===== config.mk =====
export PLATFORM = sky130hd
export DESIGN_NAME = process_scheduler_tick_top
export DESIGN_NICKNAME = d
export VERILOG_FILES = /design/src/hw/rtl/pst_pkg.sv /design/src/hw/rtl/pst_table.sv /design/src/hw/rtl/pst_pick.sv /design/src/hw/rtl/pst_acct.sv /design/src/hw/rtl/process_scheduler_tick_top.sv
export SDC_FILE = /design/constraint.sdc
export NUM_CORES = 1
export LEC_CHECK = 0
export ABC_AREA = 0
export BUFFER_PORTS_ARGS = -buffer_cell sky130_fd_sc_hd__buf_4
export CAP_MARGIN = 25
export CELL_PAD_IN_SITES_DETAIL_PLACEMENT = 0
export CELL_PAD_IN_SITES_GLOBAL_PLACEMENT = 1
export CORE_MARGIN = 2
export CORE_UTILIZATION = 58
export DETAILED_ROUTE_END_ITERATION = 7
export PLACE_DENSITY_LB_ADDON = 0.1
export SETUP_SLACK_MARGIN = 0.05
export SLEW_MARGIN = 15
export SYNTH_ARGS = -nofsm -noshare
export SYNTH_HDL_FRONTEND = slang
export SYNTH_HIERARCHICAL = 1
export SYNTH_SLANG_ARGS = --single-unit

===== constraint.sdc =====
create_clock -name clk -period 15.2 [get_ports clk]
set_input_delay 0.76 -clock clk [delete_from_list [all_inputs] [get_ports clk]]
set_output_delay 0.76 -clock clk [all_outputs]
set_load 0.1 [all_outputs]

===== src/hw/rtl/pst_pkg.sv =====
// shared constants, codes and types of the process scheduler tick block
// no dependencies
`timescale 1ns / 1ps

package pst_pkg;

    // sizing
    localparam int MAX_PROCS = 16;
    localparam int TIME_BITS = 16;
    localparam int IDX_W     = $clog2(MAX_PROCS);
    localparam int CNT_W     = $clog2(MAX_PROCS + 1);
    localparam int REM_W     = 12;
    localparam int PRIO_W    = 8;
    localparam int MODE_W    = 3;
    localparam int SUM_W     = 20;
    localparam int KEY_W     = (TIME_BITS > REM_W) ? TIME_BITS : REM_W;
    localparam int ADD_W     = ((TIME_BITS > SUM_W) ? TIME_BITS : SUM_W) + 1;

    localparam logic [TIME_BITS-1:0] TIME_MAX = '1;
    localparam logic [SUM_W-1:0]     SUM_MAX  = '1;

    // scheduling modes
    localparam logic [MODE_W-1:0] MODE_FCFS = 3'd0;
    localparam logic [MODE_W-1:0] MODE_SJF  = 3'd1;
    localparam logic [MODE_W-1:0] MODE_SRTF = 3'd2;
    localparam logic [MODE_W-1:0] MODE_LRTF = 3'd3;
    localparam logic [MODE_W-1:0] MODE_PRIO = 3'd4;

    // item function codes
    localparam logic FUNC_LOAD = 1'b0;
    localparam logic FUNC_TICK = 1'b1;

    // configuration register indexes
    localparam logic CFG_MODE  = 1'b0;
    localparam logic CFG_COUNT = 1'b1;

    // one process table entry
    typedef struct packed {
        logic [TIME_BITS-1:0] arrive;
        logic [REM_W-1:0]     service;
        logic [PRIO_W-1:0]    prio;
        logic [REM_W-1:0]     rem;
    } entry_t;

    // sequencer to selection unit
    typedef struct packed {
        logic                 start;
        logic                 eval;
        logic [IDX_W-1:0]     idx;
        logic [MODE_W-1:0]    mode;
        logic                 hold_en;
        logic [IDX_W-1:0]     held_idx;
        logic [TIME_BITS-1:0] now;
    } pick_ctrl_t;

    // selection unit to sequencer
    typedef struct packed {
        logic             found;
        logic [IDX_W-1:0] idx;
        entry_t           entry;
        logic [CNT_W-1:0] live_cnt;
    } pick_res_t;

endpackage


===== src/hw/rtl/pst_table.sv =====
// process table memory: one write port, one registered read port
// depends on pst_pkg
`timescale 1ns / 1ps

module pst_table (
    input  logic                      clk,
    input  logic                      we,
    input  logic [pst_pkg::IDX_W-1:0] waddr,
    input  pst_pkg::entry_t           wdata,
    input  logic                      re,
    input  logic [pst_pkg::IDX_W-1:0] raddr,
    output pst_pkg::entry_t           rdata
);
    import pst_pkg::*;

    entry_t mem [MAX_PROCS];
    entry_t rdata_reg;

    // synchronous write and read, read data registered and available in the cycle after the read
    always_ff @(posedge clk)
    begin
        if (we)
        begin
            mem[waddr] <= wdata;
        end
        if (re)
        begin
            rdata_reg <= mem[raddr];
        end
    end

    assign rdata = rdata_reg;

endmodule


===== src/hw/rtl/pst_pick.sv =====
// selection unit: compares one table entry per cycle against the best so far
// depends on pst_pkg
`timescale 1ns / 1ps

module pst_pick (
    input  logic                clk,
    input  logic                rst_n,
    input  pst_pkg::pick_ctrl_t ctrl,
    input  pst_pkg::entry_t     rdata,
    output pst_pkg::pick_res_t  res
);
    import pst_pkg::*;

    logic             found_reg;
    logic             locked_reg;
    logic [IDX_W-1:0] idx_reg;
    logic [CNT_W-1:0] live_reg;
    entry_t           best_reg;

    logic             ready;
    logic             is_held;
    logic             better;
    logic             take;
    logic [KEY_W-1:0] key_new;
    logic [KEY_W-1:0] key_best;

    // sort key of an entry under the current mode
    function automatic logic [KEY_W-1:0] key_of(input logic [MODE_W-1:0] m, input entry_t e);
        logic [KEY_W-1:0] k;
        unique case (m)
            MODE_SJF, MODE_SRTF, MODE_LRTF: k = KEY_W'(e.rem);
            MODE_PRIO:                      k = KEY_W'(e.prio);
            default:                        k = KEY_W'(e.arrive);
        endcase
        return k;
    endfunction

    // readiness and comparison of the entry coming out of the memory
    always_comb
    begin
        ready    = ctrl.eval && (rdata.rem != '0) && (rdata.arrive <= ctrl.now);
        is_held  = ctrl.hold_en && (ctrl.idx == ctrl.held_idx);
        key_new  = key_of(ctrl.mode, rdata);
        key_best = key_of(ctrl.mode, best_reg);
        better   = (ctrl.mode == MODE_LRTF) ? (key_new > key_best) : (key_new < key_best);
        take     = ready && !locked_reg && (is_held || !found_reg || better);
    end

    // running best and count of entries with time left
    always_ff @(posedge clk or negedge rst_n)
    begin
        if (!rst_n)
        begin
            found_reg  <= 1'b0;
            locked_reg <= 1'b0;
            idx_reg    <= '0;
            live_reg   <= '0;
        end
        else if (ctrl.start)
        begin
            found_reg  <= 1'b0;
            locked_reg <= 1'b0;
            idx_reg    <= '0;
            live_reg   <= '0;
        end
        else if (ctrl.eval)
        begin
            live_reg <= live_reg + CNT_W'(rdata.rem != '0);
            if (take)
            begin
                found_reg  <= 1'b1;
                locked_reg <= is_held;
                idx_reg    <= ctrl.idx;
            end
        end
    end

    // copy of the chosen entry
    always_ff @(posedge clk)
    begin
        if (ctrl.eval && take)
        begin
            best_reg <= rdata;
        end
    end

    assign res.found    = found_reg;
    assign res.idx      = idx_reg;
    assign res.entry    = best_reg;
    assign res.live_cnt = live_reg;

endmodule


===== src/hw/rtl/pst_acct.sv =====
// completion accounting: saturating turnaround and waiting sums
// depends on pst_pkg
`timescale 1ns / 1ps

module pst_acct (
    input  logic                          clk,
    input  logic                          rst_n,
    input  logic                          upd,
    input  logic [pst_pkg::TIME_BITS-1:0] tat,
    input  logic [pst_pkg::REM_W-1:0]     service,
    output logic [pst_pkg::SUM_W-1:0]     tat_sum,
    output logic [pst_pkg::SUM_W-1:0]     wait_sum
);
    import pst_pkg::*;

    logic [SUM_W-1:0] tat_sum_reg;
    logic [SUM_W-1:0] tat_sum_next;
    logic [SUM_W-1:0] wait_sum_reg;
    logic [SUM_W-1:0] wait_sum_next;
    logic [ADD_W-1:0] tat_x;
    logic [ADD_W-1:0] svc_x;
    logic [ADD_W-1:0] wt_x;
    logic [ADD_W-1:0] tat_acc;
    logic [ADD_W-1:0] wait_acc;

    // waiting is turnaround less service, floored at zero
    always_comb
    begin
        tat_x    = ADD_W'(tat);
        svc_x    = ADD_W'(service);
        wt_x     = (tat_x > svc_x) ? (tat_x - svc_x) : '0;
        tat_acc  = ADD_W'(tat_sum_reg) + tat_x;
        wait_acc = ADD_W'(wait_sum_reg) + wt_x;
        tat_sum_next  = (tat_acc > ADD_W'(SUM_MAX)) ? SUM_MAX : SUM_W'(tat_acc);
        wait_sum_next = (wait_acc > ADD_W'(SUM_MAX)) ? SUM_MAX : SUM_W'(wait_acc);
    end

    always_ff @(posedge clk or negedge rst_n)
    begin
        if (!rst_n)
        begin
            tat_sum_reg  <= '0;
            wait_sum_reg <= '0;
        end
        else if (upd)
        begin
            tat_sum_reg  <= tat_sum_next;
            wait_sum_reg <= wait_sum_next;
        end
    end

    assign tat_sum  = tat_sum_reg;
    assign wait_sum = wait_sum_reg;

endmodule


===== src/hw/rtl/process_scheduler_tick_top.sv =====
// Load item: written into the table as it is accepted, no result; next item the following cycle.
// Tick item: the table scan reads the n entries in use, one memory read a cycle, then the
// result is committed; no new item is taken until then (n = entries in use, at most 16).
// Result sits in an output register; a waiting result only delays the next tick's commit.
// Reset: mode fcfs, one entry in use, time and sums zero, no hold; table undefined until loaded.
// top level: sequencer, time counter, hold, configuration and result register
// depends on pst_pkg, pst_table, pst_pick, pst_acct
`timescale 1ns / 1ps

module process_scheduler_tick_top (
    input  logic        clk,
    input  logic        rst_n,
    input  logic        in_valid,
    output logic        in_stall,
    input  logic        func,
    input  logic [3:0]  slot,
    input  logic [15:0] arrival,
    input  logic [11:0] burst,
    input  logic [7:0]  prio,
    output logic        out_valid,
    input  logic        out_stall,
    output logic [3:0]  ran_index,
    output logic        idle,
    output logic        finished,
    output logic [15:0] finish_time,
    output logic        all_done,
    output logic [19:0] sum_turnaround,
    output logic [19:0] sum_waiting,
    input  logic        cfg_valid,
    output logic        cfg_ready,
    input  logic        cfg_index,
    input  logic [4:0]  cfg_data
);
    import pst_pkg::*;

    typedef enum logic [3:0] {
        ST_IDLE   = 4'b0001,
        ST_SCAN   = 4'b0010,
        ST_DRAIN  = 4'b0100,
        ST_UPDATE = 4'b1000
    } state_t;

    state_t               state_reg;
    state_t               state_next;
    logic [IDX_W-1:0]     issue_reg;
    logic [IDX_W-1:0]     issue_next;
    logic                 eval_reg;
    logic [IDX_W-1:0]     eval_idx_reg;
    logic [MODE_W-1:0]    mode_reg;
    logic [4:0]           count_reg;
    logic [TIME_BITS-1:0] now_reg;
    logic [IDX_W-1:0]     held_idx_reg;
    logic                 held_valid_reg;
    logic                 out_valid_reg;
    logic [3:0]           ran_index_reg;
    logic                 idle_reg;
    logic                 finished_reg;
    logic [15:0]          finish_time_reg;
    logic                 all_done_reg;

    logic [CNT_W-1:0]     n_use;
    logic                 accept;
    logic                 load_acc;
    logic                 tick_acc;
    logic                 slot_ok;
    logic                 out_free;
    logic                 commit;
    logic                 rd_en;
    logic [IDX_W-1:0]     rd_addr;
    logic                 we;
    logic [IDX_W-1:0]     waddr;
    entry_t               wdata;
    entry_t               rdata;
    entry_t               upd_entry;
    logic [REM_W-1:0]     dec_rem;
    logic                 fin;
    logic                 left;
    logic [TIME_BITS-1:0] now_inc;
    logic [TIME_BITS-1:0] tat;
    pick_ctrl_t           pick_ctrl;
    pick_res_t            pick_res;

    // handshake and entries in use
    always_comb
    begin
        n_use    = (32'(count_reg) > MAX_PROCS) ? CNT_W'(MAX_PROCS) : CNT_W'(count_reg);
        in_stall = (state_reg != ST_IDLE);
        accept   = in_valid && !in_stall;
        load_acc = accept && (func == FUNC_LOAD);
        tick_acc = accept && (func == FUNC_TICK);
        slot_ok  = (32'(slot) < MAX_PROCS);
        out_free = !out_valid_reg || !out_stall;
        commit   = (state_reg == ST_UPDATE) && out_free;
    end

    // result of the tick from the chosen entry
    always_comb
    begin
        dec_rem   = pick_res.entry.rem - REM_W'(1);
        fin       = pick_res.found && (dec_rem == '0);
        now_inc   = (now_reg != TIME_MAX) ? (now_reg + TIME_BITS'(1)) : now_reg;
        tat       = now_inc - pick_res.entry.arrive;
        left      = (pick_res.live_cnt - CNT_W'(fin)) != '0;
        upd_entry = pick_res.entry;
        upd_entry.rem = dec_rem;
    end

    // table access: reads on tick acceptance and during the scan, writes on load or commit only,
    // so a write always lands before the next scan reads
    always_comb
    begin
        rd_en   = (tick_acc && (n_use != '0)) || (state_reg == ST_SCAN);
        rd_addr = (state_reg == ST_SCAN) ? issue_reg : '0;
        we      = (load_acc && slot_ok) || (commit && pick_res.found);
        if (load_acc)
        begin
            waddr         = IDX_W'(slot);
            wdata.arrive  = TIME_BITS'(arrival);
            wdata.service = burst;
            wdata.prio    = prio;
            wdata.rem     = burst;
        end
        else
        begin
            waddr = pick_res.idx;
            wdata = upd_entry;
        end
    end

    // sequencer
    always_comb
    begin
        state_next = state_reg;
        issue_next = issue_reg;
        unique case (state_reg)
            ST_IDLE:
            begin
                if (tick_acc)
                begin
                    issue_next = IDX_W'(1);
                    if (n_use == '0)
                    begin
                        state_next = ST_UPDATE;
                    end
                    else if (n_use == CNT_W'(1))
                    begin
                        state_next = ST_DRAIN;
                    end
                    else
                    begin
                        state_next = ST_SCAN;
                    end
                end
            end
            ST_SCAN:
            begin
                issue_next = issue_reg + IDX_W'(1);
                if (CNT_W'(issue_reg) == (n_use - CNT_W'(1)))
                begin
                    state_next = ST_DRAIN;
                end
            end
            ST_DRAIN:
            begin
                state_next = ST_UPDATE;
            end
            ST_UPDATE:
            begin
                if (out_free)
                begin
                    state_next = ST_IDLE;
                end
            end
            default:
            begin
                state_next = ST_IDLE;
            end
        endcase
    end

    always_ff @(posedge clk or negedge rst_n)
    begin
        if (!rst_n)
        begin
            state_reg    <= ST_IDLE;
            issue_reg    <= '0;
            eval_reg     <= 1'b0;
            eval_idx_reg <= '0;
        end
        else
        begin
            state_reg    <= state_next;
            issue_reg    <= issue_next;
            eval_reg     <= rd_en;
            eval_idx_reg <= rd_addr;
        end
    end

    // configuration registers
    assign cfg_ready = 1'b1;

    always_ff @(posedge clk or negedge rst_n)
    begin
        if (!rst_n)
        begin
            mode_reg  <= MODE_FCFS;
            count_reg <= 5'd1;
        end
        else if (cfg_valid)
        begin
            unique case (cfg_index)
                CFG_MODE:  mode_reg  <= cfg_data[MODE_W-1:0];
                CFG_COUNT: count_reg <= cfg_data;
            endcase
        end
    end

    // time counter and non-preemptive hold
    always_ff @(posedge clk or negedge rst_n)
    begin
        if (!rst_n)
        begin
            now_reg        <= '0;
            held_idx_reg   <= '0;
            held_valid_reg <= 1'b0;
        end
        else if (commit)
        begin
            now_reg <= now_inc;
            if (pick_res.found)
            begin
                held_idx_reg   <= pick_res.idx;
                held_valid_reg <= !fin;
            end
            else
            begin
                held_valid_reg <= 1'b0;
            end
        end
        else if (load_acc && slot_ok && held_valid_reg && (held_idx_reg == IDX_W'(slot)))
        begin
            held_valid_reg <= 1'b0;
        end
    end

    // result register
    always_ff @(posedge clk or negedge rst_n)
    begin
        if (!rst_n)
        begin
            out_valid_reg <= 1'b0;
        end
        else if (commit)
        begin
            out_valid_reg <= 1'b1;
        end
        else if (!out_stall)
        begin
            out_valid_reg <= 1'b0;
        end
    end

    always_ff @(posedge clk)
    begin
        if (commit)
        begin
            ran_index_reg   <= pick_res.found ? 4'(pick_res.idx) : 4'd0;
            idle_reg        <= !pick_res.found;
            finished_reg    <= fin;
            finish_time_reg <= 16'(now_inc);
            all_done_reg    <= !left;
        end
    end

    // selection unit control
    always_comb
    begin
        pick_ctrl.start    = tick_acc;
        pick_ctrl.eval     = eval_reg;
        pick_ctrl.idx      = eval_idx_reg;
        pick_ctrl.mode     = mode_reg;
        pick_ctrl.hold_en  = ((mode_reg == MODE_SJF) || (mode_reg == MODE_PRIO)) && held_valid_reg;
        pick_ctrl.held_idx = held_idx_reg;
        pick_ctrl.now      = now_reg;
    end

    pst_table u_table (
        .clk   (clk),
        .we    (we),
        .waddr (waddr),
        .wdata (wdata),
        .re    (rd_en),
        .raddr (rd_addr),
        .rdata (rdata)
    );

    pst_pick u_pick (
        .clk   (clk),
        .rst_n (rst_n),
        .ctrl  (pick_ctrl),
        .rdata (rdata),
        .res   (pick_res)
    );

    pst_acct u_acct (
        .clk      (clk),
        .rst_n    (rst_n),
        .upd      (commit && fin),
        .tat      (tat),
        .service  (pick_res.entry.service),
        .tat_sum  (sum_turnaround),
        .wait_sum (sum_waiting)
    );

    assign out_valid   = out_valid_reg;
    assign ran_index   = ran_index_reg;
    assign idle        = idle_reg;
    assign finished    = finished_reg;
    assign finish_time = finish_time_reg;
    assign all_done    = all_done_reg;

endmodule


[Word level (Yosys, flattened, before mapping)]
Memory sizes are Yosys's and may differ from the RTL's. A register that Yosys moved wholly into a read port is not among the register bits.
Cells that the tools add are included.
Operators by class
  multiplexer cells: 37
  equal/unequal tests: 18
  bitwise logic cells: 2
  reductions and logical operators: 46
  add/subtract/negate cells: 10
  $lt $le $gt $ge: 7
Operator list (count)
  case mux 16 bit (2 select lines): 2
  two-way mux 48 bit: 1
  > comparator 21 x 20 -> 1 bit, second input constant: 2
  two-way mux 20 bit: 2
  two-way mux 4 bit: 10
  adder 20 x 16 -> 21 bit: 1
  adder 20 x 21 -> 21 bit: 1
  two-way mux 21 bit: 1
  logical AND 1 bit: 17
  subtractor 16 x 12 -> 17 bit: 1
  adder 16 x 1 -> 16 bit, second input constant: 1
  > comparator 16 x 12 -> 1 bit: 1
  > comparator 16 bit: 1
  less-or-equal comparator 16 bit: 1
  less-than comparator 16 bit: 1
  two-way mux 16 bit: 1
  != test 16 bit, second input constant: 1
  case mux 4 bit (4 select lines): 1
  subtractor 16 bit: 1
  two-way mux 5 bit: 3
  two-way mux 1 bit: 14
  logical NOT 12 bit: 1
  nonzero test 12 bit: 1
  subtractor 12 x 1 -> 12 bit, second input constant: 1
  other kinds (29): 53
Storage, ports and cells
  flip-flop bits (word level): 165
  input port bits: 52
  memories: 1
  output and inout bits: 66
  RAM bits: 768
  logic and storage cells: 146
Memory list
  u_table.mem: words 16, width 48, read ports 1, clocked after Yosys merged registers in 1, wr ports 1, line pst_table.sv:16  | entry_t mem [MAX_PROCS];

[Logic depth before layout (Yosys ltp)]
  depth in word-level cells: 10
  mapped depth: 35
  depth with buffers taken out: 33

[By module]
The synthesis kept the hierarchy.
Modules (own cells, without submodules)
  pst_table: area an instance 30171.4 sq um, cells an instance 1242, times used 1, seq. area each 24503.5 sq um
  process_scheduler_tick_top: area an instance 4663.2 sq um, cells an instance 545, times used 1, seq. area each 1769.2 sq um
  pst_acct: area an instance 3981.3 sq um, cells an instance 484, times used 1, seq. area each 1001.0 sq um
  pst_pick: area an instance 3519.6 sq um, cells an instance 356, times used 1, seq. area each 1716.6 sq um

[Worst setup path after synthesis]
OpenSTA, ideal clock, no wires.
  kind: register -> register
  from: register now_reg[0]
  to: register u_acct.wait_sum_reg[13] (netlist: u_acct/wait_sum[13])
  slack: 8.234 ns
  clock period less this slack: 6.966 ns
  library setup time: 0.143 ns
  arrival time: 6.823 ns
  cell stages (with the launch flop): 36
  cell sequence: dfrtp_1 ha_1 nand3_1 nor4_4 and4_1 xnor2_1 inv_1 ha_1 inv_1 fa_1 a21o_1 a211o_1 a2111o_1 a31oi_1 o21bai_1 xor2_1 ha_1 o21a_1 nor2_1 a21oi_1 nand2_1 a21bo_1 buf_2 nor2_1 ha_1 inv_1 fa_1 nand2b_1 a21o_1 a31oi_1 o211ai_2 a21oi_2 a31oi_4 xnor2_1 buf_6 a31oi_2
On the way
  word-level cells in the longest chain between the ends: 8
  elaborated cells on any way between the ends: 10
RTL lines
  start, declared: line process_scheduler_tick_top.sv:51  | logic [TIME_BITS-1:0] now_reg;
  start signal, assigned: line process_scheduler_tick_top.sv:229  | now_reg <= now_inc;
  adder 16 x 1 -> 16 bit or != test 16 bit (tied branches): line process_scheduler_tick_top.sv:101  | now_inc = (now_reg != TIME_MAX) ? (now_reg + TIME_BITS'(1)) : now_reg;
  two-way mux 16 bit *: line process_scheduler_tick_top.sv:101
  net now_inc[0]: line process_scheduler_tick_top.sv:78  | logic [TIME_BITS-1:0] now_inc;
  subtractor 16 bit *: line process_scheduler_tick_top.sv:102  | tat = now_inc - pick_res.entry.arrive;
  net tat[10]: line process_scheduler_tick_top.sv:79  | logic [TIME_BITS-1:0] tat;
  subtractor 16 x 12 -> 17 bit or > comparator 16 x 12 -> 1 bit (tied branches): line pst_acct.sv:31  | wt_x = (tat_x > svc_x) ? (tat_x - svc_x) : '0;
  two-way mux 21 bit *: line pst_acct.sv:31
  adder 20 x 21 -> 21 bit *: line pst_acct.sv:33  | wait_acc = ADD_W'(wait_sum_reg) + wt_x;
  > comparator 21 x 20 -> 1 bit: line pst_acct.sv:35  | wait_sum_next = (wait_acc > ADD_W'(SUM_MAX)) ? SUM_MAX : SUM_W'(wait_acc);
  two-way mux 20 bit *: line pst_acct.sv:35
  end signal, assigned: line pst_acct.sv:48  | wait_sum_reg <= wait_sum_next;
  end, declared: line pst_acct.sv:18  | logic [SUM_W-1:0] wait_sum_reg;
The timed path passes the listed nets; every way through them passes the cells marked *.
A chain may end at the register's enable or synchronous reset.

[Worst setup path in the final report]
  from: register now_reg[0]
  to: register u_acct.wait_sum_reg[3] (netlist: u_acct/wait_sum[3])
The elaborated chain is that of the path after synthesis.

==> metrics <==
Simple-Gate Fraction of Synth Area=0.0705; All-Layer GR Usage=0.283; Post-Place Setup Slack=7.03 ns; critical path required time=15.67 ns; fraction of layout cells with a size suffix above 1=0.201; maxcap violations=0; critical path class=reg2reg; via count=24400; Startpoint Class=flop; met1 Use GR=0.409; Max Root-Sink Buffers=3; CP bufs+invs=1; Ports=118; Worst Path Arrival=8.75 ns; run status=finished clean; CORE AREA=0.0726 mm2; first-pass GRT wire length=155000 um; clk slew on worst S/H paths=0.06 ns; TritonCTS buffer count=97; register-to-register setup slack=6.92 ns; post-cts resize count=0; Seq cells post-synth=981; Synth Flop Type=edfxtp_1; largest family of logic cells by synthesized area=multiplexers; Final Hold Fails=0; worst r2r path cells=30; Fin Clk Skew=0.0450 ns; Post CTS Setup Buffer Count=0; PwrDens=124 mW/mm2; Area growth, synth to finish=12.2%; Final Max Tran Viols=0; leak pwr=16.5 nW; clk_lat worst skew=0.67 ns; root buf cell=clkbuf_16; Clock power frac=0.381; reg-to-reg endpoint=u_acct/wait_sum[3]; Finish-stage setup viols=0; Final nets=2955; most frequent cell after synthesis=edfxtp_1; period utilization=0.545; adder-cell share of the synthesized area=0.0326; Die Y=274 um; Critical Path End Type=flop; remaining antenna violation count=0; crit path capture=u_acct/wait_sum[3]; final WL=104000 um; Clock Sinks=981; compound-gate portion of the synthesized area=0.0622; Internal=4.50 mW; synth top area cells=edfxtp_1 (63%), mux4_2 (10%), dfrtp_1 (5.4%); Largest delay share family, worst path=compound AO/OA/AOI/OAI gates; Fmax achieved=0.121 GHz; Async SR Flop Fraction=0.0958; leading area contributor after synthesis=edfxtp_1; max reg flops=768; Top Usage Layer GRT=met2; Commonest cells post-synth=edfxtp_1 (887), nand2_1 (279), mux4_2 (192), nor2_1 (133), ha_1 (104); largest net degree at the start of global routing=110; Starting Density=0.583; GRT met2 Usage=0.459; FILL cells=5094; combinational share of power=0.095; initial antenna violation count=0; DP Wirelength=59500 um; number of synthesized flops with an enable pin=887; final worst slack=6.92 ns; worst hold path class=in2async; post-synthesis xor/xnor area fraction=0.0209; Levels on crit path=30; post-synth design cell area=0.0423 mm2; Worst path slowest cell=nand4_1; worst slew pin tran=1.11 ns; Worst Path Max Fanout=20; Sequential Power Share=0.524; Cell Rows=99; RSZ-0062 raised after global routing=no; worst flop-to-flop path startpoint=now_reg[0]; switching share of power=0.238; Mapped Cells=2627; CTS Hold Bufs=0; # port buffers=116; grt ovf=0; Finished Core Util=0.655; routed vias/inst=6.36; DIE AREA=0.0752 mm2; DIE WIDTH=274 um; RePlAce Congestion=0.887; CP peak stage delay=0.52 ns; sequential area share after synthesis=0.685; htree depth=3; Global Route met3 Usage=0.0430; mux contribution to synthesized area=0.109; Register Area=0.0290 mm2; CTS tree=done; syn avg cell area=16.1 um2; DRC viols=0; DR pass1 iterations=6; Fin Setup TNS=0 ns; warnings from Yosys=6; beginning of the critical path=now_reg[0]; Peak VDD IR=109 uV; Psw=1.41 mW; top cell type's share of synthesized area=0.629; Wirelength per Cell=27.2 um; relative slew slack=0.260; Final min period=8.28 ns; area of the multi-input gates=0.0127 mm2; Post-Syn Nets=2787; Initial DRC Count=2821; Cell variety after synth=83; number of global-route vias before repair=24200
area by class of cell:
cell class | instances | area share
diodes | 1 | 0.0000527
flip-flops and latches | 981 | 0.610
well taps | 959 | 0.0253
inverters | 78 | 0.00616
multi-input cells | 1456 | 0.267
clock buffers | 121 | 0.0534
clock inverters | 55 | 0.00919
repair buffers | 181 | 0.0293
power groups by stage:
stage / combinational [mW] / clock (mW) / sequential, mW
after CTS: 0.561 / 2.29 / 3.09
final: 0.564 / 2.25 / 3.09
after floorplan: 0.395 / 0 / 3.13
after global routing: 0.624 / 2.39 / 3.10
after detailed placement: 0.558 / 0 / 3.15
after global placement: 0.540 / 0 / 3.15
metrics by stage:
stage / power (mW) / instances / hold slack (ns) / instance area [um2]
CTS: 5.94 / 3825 / 0.0834 / 47400
finish: 5.91 / 3832 / 0.0776 / 47500
global route: 6.11 / 3831 / 0.108 / 47500
floorplan: 3.52 / 2627 / 0.400 / 42300
global placement: 3.69 / 3641 / 0.402 / 44400
detailed placement: 3.71 / 3649 / 0.406 / 44500
layer usage:
metal  up-vias  wire length (um)
li1      10600                 -
met1     12500             42500
met2      1148             50800
met3       136              8840
met4         0              2160
met5         -                 0
worst min-delay path by stage:
stage          slack, ns              to  cells past startpoint         startpoint
2_1_floorplan       0.40  u_pick/res[25]                      0  u_table/rdata[20]
3_3_place_gp        0.40  u_pick/res[26]                      0  u_table/rdata[21]
3_5_place_dp        0.41  u_pick/res[32]                      0  u_table/rdata[27]
4_1_cts             0.08    state_reg[2]                      1              rst_n
5_1_grt             0.11    state_reg[2]                      1              rst_n
6_report            0.08    state_reg[2]                      1              rst_n
placed cells by master, fill, tap and decap left out, drive strengths merged, types with 39 or more instances in the layout:
master and n:
ha 104, inv 81, mux4 192, nand2 280
nor2 133, a31oi 53, a21oi 69, buf 181
xnor2 62, dfrtp 92, a22oi 97, xor2 39
clkinv 47, o21ai 70, edfxtp 887, clkbuf 121
kinds of logic (layout without fill, tap and decap cells):
group,after synthesis,in the layout
DFF,981,981
and+or+nand+nor,631,631
AOI/OAI and AO/OA,395,395
muxes,220,220
buffers and inverters,190,435
adders and majority gates,108,108
xor gates and xnor gates,101,101
other,1,2
No activity file was read; power rests on OpenSTA's default activity.
